--- config.mk ---
export PLATFORM = sky130hd
export DESIGN_NAME = axis_homing_soft_limit_supervisor_top_flat
export DESIGN_NICKNAME = d
export VERILOG_FILES = /design/src/ahss_pkg.sv /design/src/ahss_if.sv /design/src/ahss_cfg_regs.sv /design/src/ahss_step.sv /design/src/ahss_frame_queue.sv /design/src/axis_homing_soft_limit_supervisor_top.sv /design/src/flat_wrapper.sv
export VERILOG_INCLUDE_DIRS = /design/src /design/src/src
export SDC_FILE = /design/constraint.sdc
export NUM_CORES = 1
export LEC_CHECK = 0
export BUFFER_PORTS_ARGS = -buffer_cell sky130_fd_sc_hd__buf_2
export CORE_ASPECT_RATIO = 0.8
export CORE_UTILIZATION = 55
export CTS_BUF_LIST = sky130_fd_sc_hd__clkbuf_8
export DETAILED_ROUTE_END_ITERATION = 6
export PLACE_DENSITY = 0.81
export SLEW_MARGIN = 10
export SYNTH_ARGS = -nofsm -noshare
export SYNTH_HDL_FRONTEND = slang
export SYNTH_SLANG_ARGS = --single-unit
--- constraint.sdc ---
create_clock -name clk -period 14.05 [get_ports clk]
set_clock_uncertainty 0.1 [all_clocks]
set_input_delay 1.405 -clock clk [delete_from_list [all_inputs] [get_ports clk]]
set_output_delay 1.405 -clock clk [all_outputs]
set_load 0.03 [all_outputs]
--- src/axis_homing_soft_limit_supervisor_top_defines.svh ---
// Assertion macros for the axis homing supervisor.
// Used by the top level; expects clk and rst in scope.
`ifndef AXIS_HOMING_SOFT_LIMIT_SUPERVISOR_TOP_DEFINES_SVH
`define AXIS_HOMING_SOFT_LIMIT_SUPERVISOR_TOP_DEFINES_SVH

// same-cycle implication
`define AHSS_ASSERT_NOW(label, cond, prop, msg) \
  label: assert property (@(posedge clk) disable iff (rst) (cond) |-> (prop)) \
    else $error(msg);

// next-cycle implication
`define AHSS_ASSERT_NEXT(label, cond, prop, msg) \
  label: assert property (@(posedge clk) disable iff (rst) (cond) |=> (prop)) \
    else $error(msg);

`endif

--- src/ahss_pkg.sv ---
// Shared types, codes and constants of the axis homing supervisor.
// No dependencies.
package ahss_pkg;

  localparam int unsigned ReqTypeW  = 3;
  localparam int unsigned CmdW      = 32;
  localparam int unsigned PosW      = 16;
  localparam int unsigned MsW       = 16;
  localparam int unsigned TorqueW   = 15;
  localparam int unsigned OpW       = 8;
  localparam int unsigned ValW      = 16;
  localparam int unsigned CfgIdxW   = 3;
  localparam int unsigned CfgDataW  = 16;
  localparam int unsigned MaxFrames = 3;
  localparam int unsigned FrameCntW = 2;

  localparam logic [ReqTypeW-1:0] REQ_TICK   = 3'd0;
  localparam logic [ReqTypeW-1:0] REQ_EDGE   = 3'd1;
  localparam logic [ReqTypeW-1:0] REQ_BUTTON = 3'd2;
  localparam logic [ReqTypeW-1:0] REQ_HOST   = 3'd3;
  localparam logic [ReqTypeW-1:0] REQ_HOME   = 3'd4;

  localparam logic [CfgIdxW-1:0] CFG_HOME_TORQUE    = 3'd0;
  localparam logic [CfgIdxW-1:0] CFG_HOME_TARGET    = 3'd1;
  localparam logic [CfgIdxW-1:0] CFG_LIMIT_LOW      = 3'd2;
  localparam logic [CfgIdxW-1:0] CFG_LIMIT_HIGH     = 3'd3;
  localparam logic [CfgIdxW-1:0] CFG_SEEK_TIMEOUT   = 3'd4;
  localparam logic [CfgIdxW-1:0] CFG_TRAVEL_TIMEOUT = 3'd5;

  localparam logic [OpW-1:0] OP_STOP1  = 8'h81;
  localparam logic [OpW-1:0] OP_STOP2  = 8'h80;
  localparam logic [OpW-1:0] OP_TORQUE = 8'hA1;
  localparam logic [OpW-1:0] OP_INFO   = 8'h9A;

  localparam logic signed [CmdW-1:0] CODE_STOP  = 32'sd1000000;
  localparam logic signed [CmdW-1:0] CODE_READY = 32'sd1000001;
  localparam logic signed [CmdW-1:0] CODE_INFO  = 32'sd1000002;
  localparam logic signed [CmdW-1:0] CODE_RESET = 32'sd1000003;

  localparam logic [TorqueW-1:0]     HOME_TORQUE_RST    = 15'd75;
  localparam logic [TorqueW-1:0]     HOME_TARGET_RST    = 15'd6106;
  localparam logic signed [PosW-1:0] LIMIT_LOW_RST      = 16'sd1000;
  localparam logic signed [PosW-1:0] LIMIT_HIGH_RST     = 16'sd11213;
  localparam logic [MsW-1:0]         SEEK_TIMEOUT_RST   = 16'd5000;
  localparam logic [MsW-1:0]         TRAVEL_TIMEOUT_RST = 16'd3000;

  typedef enum logic [2:0] {
    PH_IDLE   = 3'b001,
    PH_SEEK   = 3'b010,
    PH_TRAVEL = 3'b100
  } phase_t;

  typedef struct packed {
    logic [ReqTypeW-1:0]     req_type;
    logic                    chan_a;
    logic                    chan_b;
    logic signed [CmdW-1:0]  command_value;
  } req_t;

  typedef struct packed {
    logic [OpW-1:0]          opcode;
    logic signed [ValW-1:0]  value;
    logic                    failed;
  } frame_t;

  typedef struct packed {
    logic [FrameCntW-1:0]        count;
    frame_t [MaxFrames-1:0]      frames;
  } burst_t;

  typedef struct packed {
    logic [TorqueW-1:0]      home_torque;
    logic [TorqueW-1:0]      home_target;
    logic signed [PosW-1:0]  limit_low;
    logic signed [PosW-1:0]  limit_high;
    logic [MsW-1:0]          seek_timeout_ms;
    logic [MsW-1:0]          travel_timeout_ms;
  } cfg_t;

  typedef struct packed {
    phase_t phase;
    logic   safety_rehoming;
  } status_t;

  function automatic frame_t make_frame(logic [OpW-1:0] op, logic [ValW-1:0] val,
                                        logic failed);
    frame_t f;
    f.opcode = op;
    f.value  = signed'(val);
    f.failed = failed;
    return f;
  endfunction

endpackage

--- src/ahss_if.sv ---
// Handshake channels of the axis homing supervisor: request, frame, config.
// Depends on ahss_pkg.
interface ahss_req_if import ahss_pkg::*; ();
  logic                   valid;
  logic                   ready;
  logic [ReqTypeW-1:0]    req_type;
  logic                   chan_a;
  logic                   chan_b;
  logic signed [CmdW-1:0] command_value;
  modport source (output valid, req_type, chan_a, chan_b, command_value, input ready);
  modport sink   (input valid, req_type, chan_a, chan_b, command_value, output ready);
endinterface

interface ahss_frame_if import ahss_pkg::*; ();
  logic                   valid;
  logic                   ready;
  logic [OpW-1:0]         frame_opcode;
  logic signed [ValW-1:0] frame_value;
  logic                   homing_failed;
  logic                   last;
  modport source (output valid, frame_opcode, frame_value, homing_failed, last,
                  input ready);
  modport sink   (input valid, frame_opcode, frame_value, homing_failed, last,
                  output ready);
endinterface

interface ahss_cfg_if import ahss_pkg::*; ();
  logic                valid;
  logic                ready;
  logic [CfgIdxW-1:0]  index;
  logic [CfgDataW-1:0] data;
  modport source (output valid, index, data, input ready);
  modport sink   (input valid, index, data, output ready);
endinterface

--- src/ahss_cfg_regs.sv ---
// Configuration register file of the axis homing supervisor.
// Depends on ahss_pkg and ahss_cfg_if.
module ahss_cfg_regs import ahss_pkg::*; (
  input  logic            clk,
  input  logic            rst,
  ahss_cfg_if.sink        cfg,
  output cfg_t            regs
);

  assign cfg.ready = 1'b1;

  always_ff @(posedge clk) begin
    if (rst) begin
      regs.home_torque       <= HOME_TORQUE_RST;
      regs.home_target       <= HOME_TARGET_RST;
      regs.limit_low         <= LIMIT_LOW_RST;
      regs.limit_high        <= LIMIT_HIGH_RST;
      regs.seek_timeout_ms   <= SEEK_TIMEOUT_RST;
      regs.travel_timeout_ms <= TRAVEL_TIMEOUT_RST;
    end else if (cfg.valid) begin
      unique case (cfg.index)
        CFG_HOME_TORQUE:    regs.home_torque       <= cfg.data[TorqueW-1:0];
        CFG_HOME_TARGET:    regs.home_target       <= cfg.data[TorqueW-1:0];
        CFG_LIMIT_LOW:      regs.limit_low         <= signed'(cfg.data[PosW-1:0]);
        CFG_LIMIT_HIGH:     regs.limit_high        <= signed'(cfg.data[PosW-1:0]);
        CFG_SEEK_TIMEOUT:   regs.seek_timeout_ms   <= cfg.data[MsW-1:0];
        CFG_TRAVEL_TIMEOUT: regs.travel_timeout_ms <= cfg.data[MsW-1:0];
        default: ;
      endcase
    end
  end

endmodule

--- src/ahss_step.sv ---
// Supervisor state and the single-pass step logic: next state and frame burst.
// Depends on ahss_pkg.
module ahss_step import ahss_pkg::*; (
  input  logic    clk,
  input  logic    rst,
  input  cfg_t    cfg,
  input  req_t    req,
  input  logic    advance,
  output burst_t  burst,
  output status_t status
);

  logic [PosW-1:0] position, position_next;
  phase_t          phase, phase_next;
  logic [MsW-1:0]  elapsed, elapsed_next;
  logic            limits_armed, limits_armed_next;
  logic            safety_rehoming, safety_rehoming_next;

  logic [MsW-1:0]         elapsed_inc;
  logic [PosW-1:0]        pos_step;
  logic signed [PosW-1:0] target_s;
  logic                   host_in_range;
  logic [ValW-1:0]        ht_pos, ht_neg, host_neg;

  assign elapsed_inc   = (phase != PH_IDLE && elapsed != '1) ? elapsed + MsW'(1) : elapsed;
  assign pos_step      = (req.chan_a != req.chan_b) ? position + PosW'(1)
                                                    : position - PosW'(1);
  assign target_s      = signed'({1'b0, cfg.home_target});
  assign host_in_range = (&req.command_value[CmdW-1:ValW-1]) |
                         ~(|req.command_value[CmdW-1:ValW-1]);
  assign ht_pos        = {1'b0, cfg.home_torque};
  assign ht_neg        = ValW'(0) - ht_pos;
  assign host_neg      = ValW'(0) - req.command_value[ValW-1:0];

  always_comb begin
    position_next        = position;
    phase_next           = phase;
    elapsed_next         = elapsed;
    limits_armed_next    = limits_armed;
    safety_rehoming_next = safety_rehoming;
    burst                = '0;
    unique case (req.req_type)
      REQ_TICK: begin
        elapsed_next = elapsed_inc;
        if (phase == PH_SEEK) begin
          if (elapsed_inc >= cfg.seek_timeout_ms) begin
            burst.count     = 2'd3;
            burst.frames[0] = make_frame(OP_STOP1, '0, 1'b0);
            burst.frames[1] = make_frame(OP_STOP2, '0, 1'b0);
            burst.frames[2] = make_frame(OP_TORQUE, ht_neg, 1'b0);
            position_next   = '0;
            phase_next      = PH_TRAVEL;
            elapsed_next    = '0;
          end
        end else if (phase == PH_TRAVEL) begin
          if (signed'(position) >= target_s) begin
            burst.count          = 2'd2;
            burst.frames[0]      = make_frame(OP_STOP1, '0, 1'b0);
            burst.frames[1]      = make_frame(OP_STOP2, '0, 1'b0);
            phase_next           = PH_IDLE;
            limits_armed_next    = 1'b1;
            safety_rehoming_next = 1'b0;
          end else if (elapsed_inc > cfg.travel_timeout_ms) begin
            burst.count          = 2'd2;
            burst.frames[0]      = make_frame(OP_STOP1, '0, 1'b1);
            burst.frames[1]      = make_frame(OP_STOP2, '0, 1'b1);
            phase_next           = PH_IDLE;
            safety_rehoming_next = 1'b0;
          end
        end else if (limits_armed && (signed'(position) < cfg.limit_low ||
                                      signed'(position) > cfg.limit_high)) begin
          burst.count          = 2'd3;
          burst.frames[0]      = make_frame(OP_STOP1, '0, 1'b0);
          burst.frames[1]      = make_frame(OP_STOP2, '0, 1'b0);
          burst.frames[2]      = make_frame(OP_TORQUE, ht_pos, 1'b0);
          safety_rehoming_next = 1'b1;
          phase_next           = PH_SEEK;
          elapsed_next         = '0;
        end
      end
      REQ_EDGE: begin
        position_next = pos_step;
        if (phase == PH_TRAVEL && signed'(pos_step) >= target_s) begin
          burst.count          = 2'd2;
          burst.frames[0]      = make_frame(OP_STOP1, '0, 1'b0);
          burst.frames[1]      = make_frame(OP_STOP2, '0, 1'b0);
          phase_next           = PH_IDLE;
          limits_armed_next    = 1'b1;
          safety_rehoming_next = 1'b0;
        end
      end
      REQ_BUTTON: begin
        if (phase == PH_SEEK) begin
          burst.count     = 2'd3;
          burst.frames[0] = make_frame(OP_STOP1, '0, 1'b0);
          burst.frames[1] = make_frame(OP_STOP2, '0, 1'b0);
          burst.frames[2] = make_frame(OP_TORQUE, ht_neg, 1'b0);
          position_next   = '0;
          phase_next      = PH_TRAVEL;
          elapsed_next    = '0;
        end
      end
      REQ_HOST: begin
        if (!safety_rehoming) begin
          if (host_in_range) begin
            burst.count     = 2'd1;
            burst.frames[0] = make_frame(OP_TORQUE, host_neg, 1'b0);
          end else if (req.command_value == CODE_STOP ||
                       req.command_value == CODE_READY) begin
            burst.count     = 2'd2;
            burst.frames[0] = make_frame(OP_STOP1, '0, 1'b0);
            burst.frames[1] = make_frame(OP_STOP2, '0, 1'b0);
          end else if (req.command_value == CODE_INFO) begin
            burst.count     = 2'd1;
            burst.frames[0] = make_frame(OP_INFO, '0, 1'b0);
          end else if (req.command_value == CODE_RESET) begin
            position_next        = '0;
            phase_next           = PH_IDLE;
            elapsed_next         = '0;
            limits_armed_next    = 1'b0;
            safety_rehoming_next = 1'b0;
          end else begin
            burst.count     = 2'd1;
            burst.frames[0] = make_frame(OP_TORQUE, '0, 1'b0);
          end
        end
      end
      REQ_HOME: begin
        if (phase == PH_IDLE) begin
          burst.count     = 2'd3;
          burst.frames[0] = make_frame(OP_STOP1, '0, 1'b0);
          burst.frames[1] = make_frame(OP_STOP2, '0, 1'b0);
          burst.frames[2] = make_frame(OP_TORQUE, ht_pos, 1'b0);
          phase_next      = PH_SEEK;
          elapsed_next    = '0;
        end
      end
      default: ;
    endcase
  end

  always_ff @(posedge clk) begin
    if (rst) begin
      position        <= '0;
      phase           <= PH_IDLE;
      elapsed         <= '0;
      limits_armed    <= 1'b0;
      safety_rehoming <= 1'b0;
    end else if (advance) begin
      position        <= position_next;
      phase           <= phase_next;
      elapsed         <= elapsed_next;
      limits_armed    <= limits_armed_next;
      safety_rehoming <= safety_rehoming_next;
    end
  end

  assign status.phase           = phase;
  assign status.safety_rehoming = safety_rehoming;

endmodule

--- src/ahss_frame_queue.sv ---
// Result register: holds the frame burst of one item and sends it word by word.
// Depends on ahss_pkg and ahss_frame_if.
module ahss_frame_queue import ahss_pkg::*; (
  input  logic          clk,
  input  logic          rst,
  input  logic          load,
  input  burst_t        burst,
  output logic          free,
  ahss_frame_if.source  frame
);

  frame_t [MaxFrames-1:0] frames;
  logic [FrameCntW-1:0]   count;
  logic [FrameCntW-1:0]   idx;
  logic                   at_last;
  logic                   take;
  frame_t                 head;

  assign at_last = (idx == count - FrameCntW'(1));
  assign take    = frame.valid && frame.ready;
  assign free    = (count == '0) || (frame.ready && at_last);
  assign head    = frames[idx];

  assign frame.valid         = (count != '0);
  assign frame.frame_opcode  = head.opcode;
  assign frame.frame_value   = head.value;
  assign frame.homing_failed = head.failed;
  assign frame.last          = at_last;

  always_ff @(posedge clk) begin
    if (rst) begin
      count <= '0;
      idx   <= '0;
    end else if (load) begin
      count <= burst.count;
      idx   <= '0;
    end else if (take) begin
      if (at_last) begin
        count <= '0;
        idx   <= '0;
      end else begin
        idx <= idx + FrameCntW'(1);
      end
    end
  end

  always_ff @(posedge clk) begin
    if (load) begin
      frames <= burst.frames;
    end
  end

endmodule

--- src/axis_homing_soft_limit_supervisor_top.sv ---
// Axis homing supervisor top: input register, step logic, frame result register.
// An accepted item waits in the input register; its frames are loaded into the result
// register once that is free. One item per cycle when an item makes no frame and the
// register is free; the frames of an item, at most three, go one per cycle while ready.
// Reset (rst, synchronous) clears position, phase, timers, arming and rehoming
// and returns every configuration register to its default.
`include "axis_homing_soft_limit_supervisor_top_defines.svh"

module axis_homing_soft_limit_supervisor_top import ahss_pkg::*; (
  input  logic         clk,
  input  logic         rst,
  ahss_req_if.sink     req,
  ahss_frame_if.source frame,
  ahss_cfg_if.sink     cfg
);

  cfg_t    regs;
  req_t    req_q;
  logic    in_valid;
  logic    q_free;
  logic    advance;
  logic    load;
  burst_t  burst;
  status_t status;

  assign advance   = in_valid && q_free;
  assign load      = advance && (burst.count != '0);
  assign req.ready = !in_valid || q_free;

  always_ff @(posedge clk) begin
    if (rst) begin
      in_valid <= 1'b0;
    end else if (req.valid && req.ready) begin
      in_valid <= 1'b1;
    end else if (advance) begin
      in_valid <= 1'b0;
    end
  end

  always_ff @(posedge clk) begin
    if (req.valid && req.ready) begin
      req_q.req_type      <= req.req_type;
      req_q.chan_a        <= req.chan_a;
      req_q.chan_b        <= req.chan_b;
      req_q.command_value <= req.command_value;
    end
  end

  ahss_cfg_regs u_cfg_regs (
    .clk  (clk),
    .rst  (rst),
    .cfg  (cfg),
    .regs (regs)
  );

  ahss_step u_step (
    .clk     (clk),
    .rst     (rst),
    .cfg     (regs),
    .req     (req_q),
    .advance (advance),
    .burst   (burst),
    .status  (status)
  );

  ahss_frame_queue u_frame_queue (
    .clk   (clk),
    .rst   (rst),
    .load  (load),
    .burst (burst),
    .free  (q_free),
    .frame (frame)
  );

  `AHSS_ASSERT_NEXT(a_burst_continues, frame.valid && !frame.last, frame.valid, "frame burst dropped before its last word")
  `AHSS_ASSERT_NEXT(a_load_shows_frame, load, frame.valid, "loaded burst not presented")
  `AHSS_ASSERT_NOW(a_rehome_not_idle, status.safety_rehoming, status.phase != PH_IDLE, "safety rehoming flagged while idle")

endmodule

--- src/flat_wrapper.sv ---
// flat-port wrapper written by rule: the top's interface ports become plain ports
module axis_homing_soft_limit_supervisor_top_flat import ahss_pkg::*;
  (clk, rst, req_valid, req_req_type, req_chan_a, req_chan_b, req_command_value, req_ready, frame_valid, frame_frame_opcode, frame_frame_value, frame_homing_failed, frame_last, frame_ready, cfg_valid, cfg_index, cfg_data, cfg_ready);
  ahss_req_if req_i ();
  ahss_frame_if frame_i ();
  ahss_cfg_if cfg_i ();
  input  logic clk;
  input  logic rst;
  input wire logic [$bits(req_i.valid)-1:0] req_valid;
  input wire logic [$bits(req_i.req_type)-1:0] req_req_type;
  input wire logic [$bits(req_i.chan_a)-1:0] req_chan_a;
  input wire logic [$bits(req_i.chan_b)-1:0] req_chan_b;
  input wire logic [$bits(req_i.command_value)-1:0] req_command_value;
  output wire logic [$bits(req_i.ready)-1:0] req_ready;
  output wire logic [$bits(frame_i.valid)-1:0] frame_valid;
  output wire logic [$bits(frame_i.frame_opcode)-1:0] frame_frame_opcode;
  output wire logic [$bits(frame_i.frame_value)-1:0] frame_frame_value;
  output wire logic [$bits(frame_i.homing_failed)-1:0] frame_homing_failed;
  output wire logic [$bits(frame_i.last)-1:0] frame_last;
  input wire logic [$bits(frame_i.ready)-1:0] frame_ready;
  input wire logic [$bits(cfg_i.valid)-1:0] cfg_valid;
  input wire logic [$bits(cfg_i.index)-1:0] cfg_index;
  input wire logic [$bits(cfg_i.data)-1:0] cfg_data;
  output wire logic [$bits(cfg_i.ready)-1:0] cfg_ready;
  assign req_i.valid = req_valid;
  assign req_i.req_type = req_req_type;
  assign req_i.chan_a = req_chan_a;
  assign req_i.chan_b = req_chan_b;
  assign req_i.command_value = req_command_value;
  assign req_ready = req_i.ready;
  assign frame_valid = frame_i.valid;
  assign frame_frame_opcode = frame_i.frame_opcode;
  assign frame_frame_value = frame_i.frame_value;
  assign frame_homing_failed = frame_i.homing_failed;
  assign frame_last = frame_i.last;
  assign frame_i.ready = frame_ready;
  assign cfg_i.valid = cfg_valid;
  assign cfg_i.index = cfg_index;
  assign cfg_i.data = cfg_data;
  assign cfg_ready = cfg_i.ready;
  axis_homing_soft_limit_supervisor_top u_core (.clk(clk), .rst(rst), .req(req_i), .frame(frame_i), .cfg(cfg_i));
endmodule
; ---- Word level (Yosys, flattened, before mapping)
; Index checks and enable logic that the tools add are counted.
[op_classes]
n_bitwise = 2
addsub = 7
n_mux = 87
magnitude_cmp = 7
eq_ne = 38
reduce_logical = 40
[op_table]
columns = cell, n
row1 = 2-to-1 mux 77 bit, 5
row2 = 2-to-1 mux 50 bit, 5
row3 = case mux 50 bit (5 select lines), 1
row4 = 2-to-1 mux 16 bit, 15
row5 = 2-to-1 mux 25 bit, 8
row6 = "equality test 32 x 21 -> 1 bit, second input constant", 4
row7 = case mux 16 bit (4 select lines), 2
row8 = case mux 25 bit (3 select lines), 1
row9 = binary-select mux 25 bit (select 2 bit), 1
row10 = >= comparator 16 bit, 3
row11 = 2-to-1 mux 3 bit, 14
row12 = "adder 16 x 1 -> 16 bit, second input constant", 2
row13 = greater-than comparator 16 bit, 2
row14 = "inequality test 2 bit, second input constant", 13
row15 = 2-to-1 mux 2 bit, 11
row16 = 2-to-1 mux 1 bit, 20
row17 = AND reduction 17 bit, 1
row18 = OR reduction 17 bit, 1
row19 = less-than comparator 16 bit, 1
row20 = "inequality test 16 bit, second input constant", 1
row21 = "subtractor 1 x 15 -> 16 bit, first input constant", 1
row22 = "subtractor 1 x 16 -> 16 bit, first input constant", 1
row23 = "subtractor 16 x 1 -> 16 bit, second input constant", 1
row24 = "equality test 3 x 2 -> 1 bit, second input constant", 5
row25 = other kinds (32), 62
[totals]
out_inout_bits = 29
elab_cells = 208
input_bits = 61
ff_bits = 248

; ---- Depth between registers and ports, before layout
[depth]
word_depth = 13
ltp_mapped = 19
ltp_nobuf = 18

; ---- Cells and area by module
; Synthesis repeated with hierarchy kept, for this count alone.
[unflattened]
hier_cells = 1477
hier_area_um2 = 14301.2
[modules_own_cells]
columns = module, area_each_um2, n_inst, seq_area_each_um2, cells_per_inst
row1 = ahss_step, 6393.6, 1, 740.7, 895
row2 = ahss_cfg_regs, 3704.8, 1, 1881.8, 348
row3 = ahss_frame_queue, 3026.7, 1, 2332.2, 190
row4 = axis_homing_soft_limit_supervisor_top, 1176.1, 1, 1131.1, 44

; ---- Worst setup path before layout
; OpenSTA, ideal clock, no wires.
[synth_path]
path_type = reg-to-reg
start = register u_core.req_q[32] in the netlist's numbering
end = register u_core.u_frame_queue.frames[0] in the netlist's numbering, enable pin
setup_time_ps = 390
path_stages_with_launch = 18
path_buffers = 1
synth_period_minus_slack_ps = 5641
arrival_time_ps = 5151
slack_ps = 8409
t_required_ps = 13560
path_cell_list = edfxtp_1 xor2_2 clkbuf_1 xnor2_1 ha_1 or3_1 o31ai_1 o21ai_1 a41o_1 xor2_1 ha_1 and4_1 nand2_1 or4_1 nand4_1 o211ai_1 or4_4 a31oi_4
[synth_between]
elab_chain_len = 8
[synth_rtl]
columns = element, line_no
row1 = from (decl), axis_homing_soft_limit_supervisor_top.sv:18  ; req_t req_q;
row2 = inequality test 1 bit, ahss_step.sv:26  ; assign pos_step = (req.chan_a != req.chan_b) ? position + PosW'(1)
row3 = 2-to-1 mux 16 bit, ahss_step.sv:26
row4 = >= comparator 16 bit, ahss_step.sv:83  ; if (phase == PH_TRAVEL && signed'(pos_step) >= target_s) begin
row5 = logical AND 1 bit, ahss_step.sv:83
row6 = 2-to-1 mux 2 bit, ahss_step.sv:83
row7 = case mux 2 bit (5 select lines), ahss_step.sv:42  ; unique case (req.req_type)
row8 = nonzero test 2 bit, axis_homing_soft_limit_supervisor_top.sv:27  ; assign load = advance && (burst.count != '0);
row9 = logical AND 1 bit, axis_homing_soft_limit_supervisor_top.sv:27
row10 = via u_core.load, axis_homing_soft_limit_supervisor_top.sv:22  ; logic load;
row11 = to (signal assigned), ahss_frame_queue.sv:49  ; frames <= burst.frames;
row12 = to (decl), ahss_frame_queue.sv:12  ; frame_t [MaxFrames-1:0] frames;
; The timed path passes the listed nets, and every way through them passes these cells.
; A chain may end at the register's enable or synchronous reset.

; ---- Worst setup path after layout
[layout_path]
start = register u_core.req_q[32] in the netlist's numbering
end = register u_core.u_frame_queue.frames[5] in the netlist's numbering, enable pin
; Same word-level chain as after synthesis.

==> impl_metrics.json <==
{
  "cts_buffers": 36,
  "cts_resized": 0,
  "ios": 90,
  "drt_pre_antenna_iters": 6,
  "diodes": 0,
  "portBuffers": 86,
  "cp_max_fo": 41,
  "synth_area_leaders": "dfxtp_1 (22%), edfxtp_1 (19%), ha_1 (10%)",
  "rows": 48,
  "vdd_drop_max_v": 0.0000873,
  "clock-root-buffer": "clkbuf_8",
  "dieArea_um2": 23000,
  "initial_core_util_pct": 56.6,
  "drc": 0,
  "grt_max_degree": 71,
  "drt_iter0_drc": 1057,
  "fin_area_um2": 13600,
  "ys.warnings.count": 0,
  "hold_violations": 0,
  "die_h_um": 136,
  "status": "finished clean",
  "cts_tree": "done",
  "area_delta_synth_final_pct": 10.8,
  "synth_top_area_cell": "dfxtp_1",
  "regArea_um2": 5000,
  "grt_use_total_pct": 27.2,
  "rsz0062_at_grt": "false",
  "placed_area_um2": 12900,
  "viasPerCell": 5.87,
  "drive_above_1_share_pct": 12.3,
  "grt_pass1_wl_um": 49600,
  "grt_pass1_vias": 9940,
  "min_period_over_period_pct": 42.8,
  "worst_setup_path_start_kind": "flop",
  "cts.clk_slew.worst_paths_ns": 0.06,
  "synth_edf_count": 76,
  "holdPathStages": 2,
  "maxCapViolations": 0,
  "power_density_nw_per_um2": 100,
  "antenna_left": 0,
  "ys_ff_latch": 212,
  "clk_latency_ns": 0.53,
  "wl_per_cell_um": 17.2,
  "grt_remaining_overflow": 0,
  "synthCells": 1423,
  "fp.dieW_um": 169,
  "cp.required_ns": 14.11,
  "max_freq_ghz": 0.166,
  "multi_input_area_um2": 6620,
  "synth_ff_type": "dfxtp_1",
  "tightest_slew_ns": 1.25,
  "synth.cell_area_um2": 12300,
  "async_flop_share_pct": 0,
  "antenna_found_initial": 0,
  "p_leak_nw": 5.67,
  "max_slew_margin_pct": 16.7,
  "totalWireLength_um": 31200,
  "cts_sinks": 212,
  "timing.final.max_slew_violations": 0,
  "cts_max_level": 2,
  "avgSynthCellArea_um2": 8.64,
  "layout_common_cells": "nand2_1 (205), dfxtp_1 (136), a21oi_1 (123), nor2_1 (118), inv_1 (111)",
  "hp-class": "flop to flop",
  "yosysUniqueCellTypes": 84,
  "yosysTopAreaCellShare_pct": 22.1,
  "postCtsSetupRepairBufs": 0,
  "whs_ns": 0.353,
  "r2r_cells": 18,
  "core_area_um2": 21700,
  "setup_violations": 0,
  "worstSetupPathType": "flop to flop",
  "dp_hpwl_um": 22500,
  "r2r_setup_slack_ns": 8.04,
  "worstPathArrival_ns": 6.07,
  "tns_ns": 0,
  "fin_nets": 1652,
  "layout_commonest_cell": "nand2_1",
  "finalCriticalPeriod_ns": 6.01,
  "via_count": 10700,
  "postCtsHoldBufs": 0,
  "cts_buffer_depth": 3,
  "fill_cells": 1872,
  "place.gp.congestion": 0.887,
  "ys_seq_area_share_pct": 40.7,
  "end_kind": "flop"
}
[synthesized netlist by cell type, types with 20 or more instances]
master	count
xor2_1	20
nand4_1	21
mux2i_1	20
nand2_1	205
inv_1	104
nand3_1	26
ha_1	103
or3_1	23
xnor2_1	28
edfxtp_1	76
nor2_1	118
dfxtp_1	136
o211ai_1	30
o21ai_0	60
clkbuf_1	54
a21oi_1	124
[where the power goes]
part	internal, mW	leakage, nW	switching (mW)
Sequential	0.653	1.81	0.0160
Clock	0.305	0.408	0.256
Combinational	0.0494	3.45	0.0873
Total	1.01	5.67	0.359
[cell families (layout without fill, tap and decap cells)]
kind of cell    Yosys count  count (layout)  synth area share, %
flops                   212             212                 40.7
other cells               2               3               0.0611
compound gates          320             320                 16.4
buf+inv                 175             267                 5.58
mux                      22              22                 1.81
fa+ha+maj               103             103                 10.5
xor+xnor                 49              49                 3.55
simple gates            540             540                 21.4
[layout make-up]
| cell class | instances | area share, % |
|---|---|---|
| well taps | 300 | 2.75 |
| flip-flops and latches | 212 | 36.7 |
| multi-input cells | 1037 | 48.6 |
| inverters | 106 | 2.92 |
| repair buffers | 95 | 3.65 |
| clock inverters | 22 | 0.945 |
| clock buffers | 44 | 4.44 |
[layer usage]
metal	global-route usage [%]	share of wire, %	up-vias
li1	-	-	5166
met1	36.7	44	5022
met2	44.0	45	417
met3	5.55	8.4	56
met4	7.96	2.0	0
met5	0	0	-
[sequential cells by signal, summed over array words and instances (netlist names)]
name / cells
u_core.u_cfg_regs.regs: 94
u_core.u_frame_queue.frames: 39
u_core.req_q: 37
u_core.u_step.elapsed: 16
u_core.u_step.position: 16
u_core.u_step.phase: 3
u_core.u_frame_queue.count: 2
u_core.u_frame_queue.idx: 2
u_core.in_valid: 1
u_core.u_step.limits_armed: 1
u_core.u_step.safety_rehoming: 1
[through the flow]
step	std cells	util, %	worst slack [ns]	total power [mW]
CTS	1816	62.7	8.08	1.38
floorplan	1424	-	8.41	0.770
detailed placement	1750	59.3	8.11	0.815
global route	1816	62.7	7.72	1.42
finish	1816	62.7	8.04	1.37
global placement	1750	59.3	8.28	0.808
[final timing paths]
kind	from	to
max	u_core.req_q[32]$_DFFE_PP_	u_core.u_frame_queue.frames[5]$_DFFE_PP_
min	u_core.u_cfg_regs.regs[29]$_SDFFE_PP0P_	u_core.u_cfg_regs.regs[29]$_SDFFE_PP0P_
max reg2reg	u_core.req_q[32]$_DFFE_PP_	u_core.u_frame_queue.frames[5]$_DFFE_PP_
min reg2reg	u_core.u_cfg_regs.regs[29]$_SDFFE_PP0P_	u_core.u_cfg_regs.regs[29]$_SDFFE_PP0P_
[critical path, stage by stage (launching register included)]
cell      delay (ns)
edfxtp_1        0.41
xor2_2          0.69
xnor2_1         0.15
ha_1            0.29
or3_1           0.35
o31ai_1         0.24
o21ai_1         0.22
nor4_1          0.23
a41o_1          0.15
xor2_1          0.09
ha_1            0.32
and4_1          0.19
nand2_1         0.05
or4_1           0.51
nand4_1         0.11
o211ai_1        0.25
or4_4           0.63
a31oi_4         0.17
buf_4           0.47
No activity file was read; power rests on OpenSTA's default activity.
